`src/sv/mat_pkg.sv`:
```
`timescale 1ns / 1ps

package mat_pkg;

   localparam int NUM_ALARMS_DEF = 4;
   localparam int TIME_W         = 64;
   localparam int PERIOD_W       = 32;
   localparam int MASK_W         = 4;
   localparam int REQ_W          = 3;
   localparam int INDEX_W        = 3;

   // Request codes; six and seven are unused
   typedef enum logic [REQ_W-1:0] {
      REQ_TICK        = 3'd0,
      REQ_SET_ONCE    = 3'd1,
      REQ_SET_REPEAT  = 3'd2,
      REQ_CANCEL      = 3'd3,
      REQ_READ_TARGET = 3'd4,
      REQ_READ_REMAIN = 3'd5
   } req_code_type;

   typedef enum logic {
      STATUS_OK        = 1'b0,
      STATUS_BAD_INDEX = 1'b1
   } status_type;

   typedef struct packed {
      logic [REQ_W-1:0]    req_type;
      logic [INDEX_W-1:0]  alarm_index;
      logic [PERIOD_W-1:0] interval;
   } req_payload_type;

   typedef struct packed {
      logic [MASK_W-1:0]        fired_mask;
      logic signed [TIME_W-1:0] read_value;
      logic                     status;
      logic [MASK_W-1:0]        active_mask;
   } rsp_payload_type;

endpackage

```
`src/sv/mat_stream_if.sv`:
```
`timescale 1ns / 1ps

// Valid/ready channel carrying one payload per transaction
interface mat_stream_if #(
   parameter type payload_type = logic
);
   logic        valid;
   logic        ready;
   payload_type payload;

   modport source  (output valid, output payload, input ready);
   modport sink    (input valid, input payload, output ready);
   modport monitor (input valid, input payload, input ready);
endinterface

```
`src/sv/multi_alarm_timer.sv`:
```
// multi_alarm_timer: 64-bit tick counter with NUM_ALARMS alarms.
// Path: the request transaction loads the input register, and execution of that
// item then loads the state update and the result register.
// Throughput: one request per cycle; the only stall is a response left untaken.
// Reset (synchronous, active high): time, targets and periods cleared,
// all alarms inactive, both pipeline stages empty.
`timescale 1ns / 1ps

module multi_alarm_timer
   import mat_pkg::*;
#(
   parameter int NUM_ALARMS = NUM_ALARMS_DEF
) (
   input  logic         clock,
   input  logic         reset,
   mat_stream_if.sink   req_if,
   mat_stream_if.source rsp_if
);

   localparam int SEL_W = (NUM_ALARMS > 1) ? $clog2(NUM_ALARMS) : 1;

   // Input stage
   logic            s1_valid_ff, s1_valid_in;
   req_payload_type s1_ff;

   // Result stage
   logic            rsp_valid_ff, rsp_valid_in;
   rsp_payload_type rsp_ff, rsp_in;

   // Timer state
   logic [TIME_W-1:0]   time_ff, time_in;
   logic [TIME_W-1:0]   target_ff [NUM_ALARMS];
   logic [TIME_W-1:0]   target_in [NUM_ALARMS];
   logic [PERIOD_W-1:0] period_ff [NUM_ALARMS];
   logic [PERIOD_W-1:0] period_in [NUM_ALARMS];
   logic [NUM_ALARMS-1:0] active_ff, active_in;

   logic                  out_free, exec, req_fire, req_ready;
   logic                  idx_valid;
   logic [SEL_W-1:0]      sel;
   logic [NUM_ALARMS-1:0] fired;
   logic [MASK_W-1:0]     fired_mask, active_mask;
   logic [TIME_W-1:0]     value;
   logic                  status;

   // Handshake: the result register frees the input register
   assign out_free  = !rsp_valid_ff || rsp_if.ready;
   assign exec      = s1_valid_ff && out_free;
   assign req_ready = !s1_valid_ff || out_free;
   assign req_fire  = req_if.valid && req_ready;

   assign req_if.ready   = req_ready;
   assign rsp_if.valid   = rsp_valid_ff;
   assign rsp_if.payload = rsp_ff;

   assign idx_valid = 32'(s1_ff.alarm_index) < NUM_ALARMS;
   assign sel       = idx_valid ? SEL_W'(s1_ff.alarm_index) : '0;

   // Next state and result for the item in the input register
   always_comb begin
      time_in   = time_ff;
      target_in = target_ff;
      period_in = period_ff;
      active_in = active_ff;
      fired     = '0;
      value     = '0;
      status    = STATUS_OK;
      unique case (s1_ff.req_type)
         REQ_TICK: begin
            time_in = time_ff + TIME_W'(1);
            for (int i = 0; i < NUM_ALARMS; i++) begin
               if (active_ff[i] && (target_ff[i] <= time_in)) begin
                  fired[i] = 1'b1;
                  if (period_ff[i] != '0) begin
                     target_in[i] = target_ff[i] + TIME_W'(period_ff[i]);
                  end else begin
                     active_in[i] = 1'b0;
                  end
               end
            end
         end
         REQ_SET_ONCE, REQ_SET_REPEAT: begin
            if (idx_valid) begin
               target_in[sel] = time_ff + TIME_W'(s1_ff.interval);
               period_in[sel] = (s1_ff.req_type == REQ_SET_REPEAT) ? s1_ff.interval : '0;
               active_in[sel] = 1'b1;
            end else begin
               status = STATUS_BAD_INDEX;
            end
         end
         REQ_CANCEL: begin
            if (idx_valid) begin
               active_in[sel] = 1'b0;
            end else begin
               status = STATUS_BAD_INDEX;
            end
         end
         REQ_READ_TARGET: begin
            if (idx_valid) begin
               value = target_ff[sel];
            end else begin
               status = STATUS_BAD_INDEX;
            end
         end
         REQ_READ_REMAIN: begin
            if (!idx_valid) begin
               status = STATUS_BAD_INDEX;
               value  = '1;
            end else if (!active_ff[sel]) begin
               value = '1;
            end else begin
               value = target_ff[sel] - time_ff;
            end
         end
         default: begin
         end
      endcase
   end

   // Only the first four alarms show in the masks
   generate
      for (genvar m = 0; m < MASK_W; m++) begin : g_mask
         if (m < NUM_ALARMS) begin : g_on
            assign fired_mask[m]  = fired[m];
            assign active_mask[m] = active_in[m];
         end else begin : g_off
            assign fired_mask[m]  = 1'b0;
            assign active_mask[m] = 1'b0;
         end
      end
   endgenerate

   always_comb begin
      rsp_in.fired_mask  = fired_mask;
      rsp_in.read_value  = value;
      rsp_in.status      = status;
      rsp_in.active_mask = active_mask;
   end

   // Pipeline valid bits
   always_comb begin
      s1_valid_in = s1_valid_ff;
      if (req_fire) begin
         s1_valid_in = 1'b1;
      end else if (exec) begin
         s1_valid_in = 1'b0;
      end
      rsp_valid_in = rsp_valid_ff;
      if (exec) begin
         rsp_valid_in = 1'b1;
      end else if (rsp_if.ready) begin
         rsp_valid_in = 1'b0;
      end
   end

   always_ff @(posedge clock) begin
      if (reset) begin
         s1_valid_ff  <= 1'b0;
         rsp_valid_ff <= 1'b0;
      end else begin
         s1_valid_ff  <= s1_valid_in;
         rsp_valid_ff <= rsp_valid_in;
      end
   end

   // Payload registers
   always_ff @(posedge clock) begin
      if (req_fire) begin
         s1_ff <= req_if.payload;
      end
      if (exec) begin
         rsp_ff <= rsp_in;
      end
   end

   // Timer state, committed when an item executes
   always_ff @(posedge clock) begin
      if (reset) begin
         time_ff   <= '0;
         active_ff <= '0;
         for (int i = 0; i < NUM_ALARMS; i++) begin
            target_ff[i] <= '0;
            period_ff[i] <= '0;
         end
      end else if (exec) begin
         time_ff   <= time_in;
         active_ff <= active_in;
         target_ff <= target_in;
         period_ff <= period_in;
      end
   end

endmodule

```
`src/flat_wrapper.sv`:
```
// flat-port wrapper written by rule: the top's interface ports become plain ports
module multi_alarm_timer_flat import mat_pkg::*;
#(
   parameter int NUM_ALARMS = NUM_ALARMS_DEF
)
  (clock, reset, req_if_valid, req_if_payload, req_if_ready, rsp_if_valid, rsp_if_payload, rsp_if_ready);
  mat_stream_if #(.payload_type(req_payload_type)) req_if_i ();
  mat_stream_if #(.payload_type(rsp_payload_type)) rsp_if_i ();
  input  logic clock;
  input  logic reset;
  input wire logic [$bits(req_if_i.valid)-1:0] req_if_valid;
  input wire logic [$bits(req_if_i.payload)-1:0] req_if_payload;
  output wire logic [$bits(req_if_i.ready)-1:0] req_if_ready;
  output wire logic [$bits(rsp_if_i.valid)-1:0] rsp_if_valid;
  output wire logic [$bits(rsp_if_i.payload)-1:0] rsp_if_payload;
  input wire logic [$bits(rsp_if_i.ready)-1:0] rsp_if_ready;
  assign req_if_i.valid = req_if_valid;
  assign req_if_i.payload = req_if_payload;
  assign req_if_ready = req_if_i.ready;
  assign rsp_if_valid = rsp_if_i.valid;
  assign rsp_if_payload = rsp_if_i.payload;
  assign rsp_if_i.ready = rsp_if_ready;
  multi_alarm_timer #(.NUM_ALARMS(NUM_ALARMS)) u_core (.clock(clock), .reset(reset), .req_if(req_if_i), .rsp_if(rsp_if_i));
endmodule
```
`config.mk`:
```
export PLATFORM = sky130hd
export DESIGN_NAME = multi_alarm_timer_flat
export DESIGN_NICKNAME = d
export VERILOG_FILES = /design/src/sv/mat_pkg.sv /design/src/sv/mat_stream_if.sv /design/src/sv/multi_alarm_timer.sv /design/src/flat_wrapper.sv
export SDC_FILE = /design/constraint.sdc
export NUM_CORES = 2
export LEC_CHECK = 0
export ABC_CLOCK_PERIOD_IN_PS = 13200
export BUFFER_PORTS_ARGS = -buffer_cell sky130_fd_sc_hd__buf_4
export CAP_MARGIN = 20
export CORE_ASPECT_RATIO = 1.1
export CORE_MARGIN = 2
export CORE_UTILIZATION = 50
export DETAILED_ROUTE_END_ITERATION = 10
export PLACE_DENSITY = 0.75
export SLEW_MARGIN = 20
export SYNTH_ARGS = -nofsm -noshare
export SYNTH_HDL_FRONTEND = slang
export SYNTH_SLANG_ARGS = --single-unit
```
`constraint.sdc`:
```
create_clock -name clock -period 13.2 [get_ports clock]
set_clock_uncertainty 0.2 [all_clocks]
set_input_delay 2.64 -clock clock [delete_from_list [all_inputs] [get_ports clock]]
set_output_delay 2.64 -clock clock [all_outputs]
set_load 0.01 [all_outputs]
```
==> results.json <==
{
  "status": "complete, no violations",
  "cp.arrival_ns": 8.69,
  "critPathMaxFanout": 57,
  "final_nets": 6336,
  "hold_path_class": "flop to flop",
  "hold_buffers": 0,
  "path_class": "flop to flop",
  "cts_buffers": 69,
  "synth.area.top_cells": "dfxtp_1 20%, ha_1 13%, edfxtp_1 7.2%, nor2_1 6.5%, a21oi_1 6.4%",
  "ant_nets": 0,
  "clock_path_buffers": 3,
  "cts_resized": 0,
  "grt_pass1_vias": 45100,
  "gp_congestion": 1.09,
  "synth_cell_types": 108,
  "syn_area_per_cell_um2": 7.82,
  "relSlewSlack_pct": 10.3,
  "cts_max_level": 3,
  "seq_area_frac_synth_pct": 26.9,
  "areaGrowthSynthToFinish_pct": 8.66,
  "dr.pass1.iters": 9,
  "fp.dieH_um": 323,
  "cp.required_ns": 13.58,
  "layout-drive-gt1-share_pct": 7.17,
  "vias_per_cell": 6.97,
  "routed_wl_um": 204000,
  "drtIter0Drc": 6880,
  "synth.cell_area_mm2": 0.0462,
  "worstMarginPinSlew_ns": 1.34,
  "fin_hold_ws_ns": 0.315,
  "grt_max_degree": 97,
  "synth-edff-count": 111,
  "postSynthCellCount": 5905,
  "port_buffers": 116,
  "yosys.area.top_type": "dfxtp_1",
  "drv_cap": 0,
  "tns_ns": 0,
  "netlist.area_leader.share_pct": 19.7,
  "hpwlAfterDp_um": 151000,
  "synth-seq-cells": 565,
  "most-common-layout-cells": "794 x nor2_1, 589 x a21oi_1, 472 x ha_1, 454 x dfxtp_1, 378 x nand2_1",
  "n_fill_cell": 8451,
  "die_x_um": 294,
  "start_util_pct": 50.6,
  "grt_pass1_wl_um": 296000,
  "report.final.slew_viol_count": 0,
  "wl_per_cell_um": 28.8,
  "max_freq_ghz": 0.120,
  "rsz0062_at_grt": "no",
  "drc": 0,
  "p_leak_nw": 20.2,
  "coreArea_mm2": 0.0913,
  "numClockSinks": 565,
  "grt_overflow_total": 0,
  "start_kind": "flop",
  "cts_tree": "done",
  "worstSkewPairLatency_ns": 0.70,
  "critPathCaptureType": "flop",
  "rows": 116,
  "p_per_area_mw_per_mm2": 89.8,
  "hold_viol": 0,
  "yosys_warnings": 0,
  "ios": 117,
  "final_common_cell": "nor2_1",
  "antenna_found_initial": 11,
  "fp.dieArea_mm2": 0.0948,
  "ir_drop_mv": 0.102,
  "num_vias": 49200,
  "grt_use_total_pct": 41.9,
  "period_needed_ns": 8.31,
  "path_clk_slew_ns": 0.07,
  "fin_crit_sh_pct": 62.9,
  "place_ws_ns": 5.37,
  "syn_nets": 6425,
  "synth-main-ff-cell": "dfxtp_1",
  "postCtsSetupRepairBufs": 0,
  "async_flop_share_pct": 0,
  "finalSetupViolations": 0,
  "setup_ws_ns": 4.89,
  "cts_root_buf": "clkbuf_16"
}
cell families after synthesis:
| kind of cell | count (synthesis) | share of synthesized area (%) |
|---|---|---|
| AND/OR/NAND/NOR | 2049 | 21.1 |
| AO/OA/AOI/OAI | 1956 | 27.8 |
| flip-flops | 565 | 26.9 |
| buffers and inverters | 518 | 4.54 |
| adder cells (fa/ha/maj) | 479 | 13.1 |
| XOR/XNOR | 331 | 6.34 |
| multiplexers | 7 | 0.179 |
critical path: stages (launching register included):
cell      delay (ns)
dfxtp_1         0.48
nand4_1         0.54
nor4_4          0.62
nand3_1         0.17
or4_4           0.47
or4_1           0.58
nor3_4          0.26
nand2b_2        0.15
or2_1           0.34
nor2_1          0.16
xnor2_1         0.23
ha_1            0.36
nand2_1         0.07
nor4_1          0.86
nand4_1         0.23
or3b_1          0.40
a21oi_1         0.24
o41ai_1         0.18
a31oi_4         0.27
o21a_2          0.17
buf_4           0.63
o32ai_1         0.20
a311o_1         0.35
layer usage:
layer | track usage, % | wire length [um] | vias to the layer above
met2 | 62.3 | 84800 | 3387
met4 | 42.8 | 25500 | 10
li1 | - | - | 21900
met1 | 47.8 | 70100 | 22900
met5 | 0.102 | 65 | -
met3 | 10.9 | 23200 | 1045
report_power, final:
group / switching (mW) / leakage (nW) / internal, mW / total [mW]
Clock: 0.867 / 1.15 / 1.18 / 2.05
Combinational: 0.433 / 14.4 / 0.207 / 0.640
Sequential: 0.0261 / 4.71 / 1.79 / 1.81
Total: 1.33 / 20.2 / 3.18 / 4.50
synth_stat cells (all sizes together), types with 34 or more instances:
cell type	count
nand2	385
clkbuf	274
a221oi	122
o2bb2ai	39
nand4	132
o22ai	146
nor3	206
o21ai	318
and3	55
nand2b	39
o211ai	42
o21a	55
o31ai	34
a21o	207
nor4	62
dfxtp	454
and2	41
a21oi	591
ha	472
xnor2	250
or3	54
nor2b	55
nand3	128
edfxtp	111
buf	75
inv	166
xor2	80
a211oi	68
a31oi	65
nor2	803
per-stage QoR:
| stage | utilization [%] | area, um2 | power, mW | instances |
|---|---|---|---|---|
| 2_1_floorplan | - | 46200 | 2.24 | 5905 |
| 3_3_place_gp | 52.3 | 47700 | 2.45 | 6920 |
| 3_5_place_dp | 52.3 | 47700 | 2.45 | 6921 |
| 4_1_cts | 54.8 | 50100 | 4.46 | 7048 |
| 5_1_grt | 54.9 | 50100 | 4.61 | 7055 |
| 6_report | 54.9 | 50200 | 4.50 | 7060 |
state kept, by name (all words and copies together), names as in the netlist:
name	cells
u_core.s1_valid_ff	1
u_core.period_ff	128
u_core.time_ff	64
u_core.active_ff	4
u_core.rsp_if.payload	73
u_core.target_ff	256
u_core.s1_ff	38
u_core.rsp_if.valid	1
layout make-up:
class                           instances  area, um2  share of cell area [%]
Multi-Input combinational cell       4822      31800                    63.5
Antenna cell                            8       20.0                  0.0399
Timing Repair Buffer                  189       1420                    2.83
Clock buffer                           96       2000                    4.00
Sequential cell                       565      12400                    24.8
Inverter                              169        636                    1.27
Clock inverter                         31        349                   0.696
Tap cell                             1180       1480                    2.94
worst paths after layout:
kind | from | to | slack [ns] | depth (start not counted)
setup reg to reg | u_core.time_ff[22] | u_core.target_ff[250] | 4.89 | 22
hold / removal | u_core.s1_valid_ff | u_core.rsp_if.valid | 0.31 | 2
hold reg to reg | u_core.s1_valid_ff | u_core.rsp_if.valid | 0.31 | 2
setup / recovery | u_core.time_ff[22] | u_core.target_ff[250] | 4.89 | 22
(Power assumes the default switching activity.)
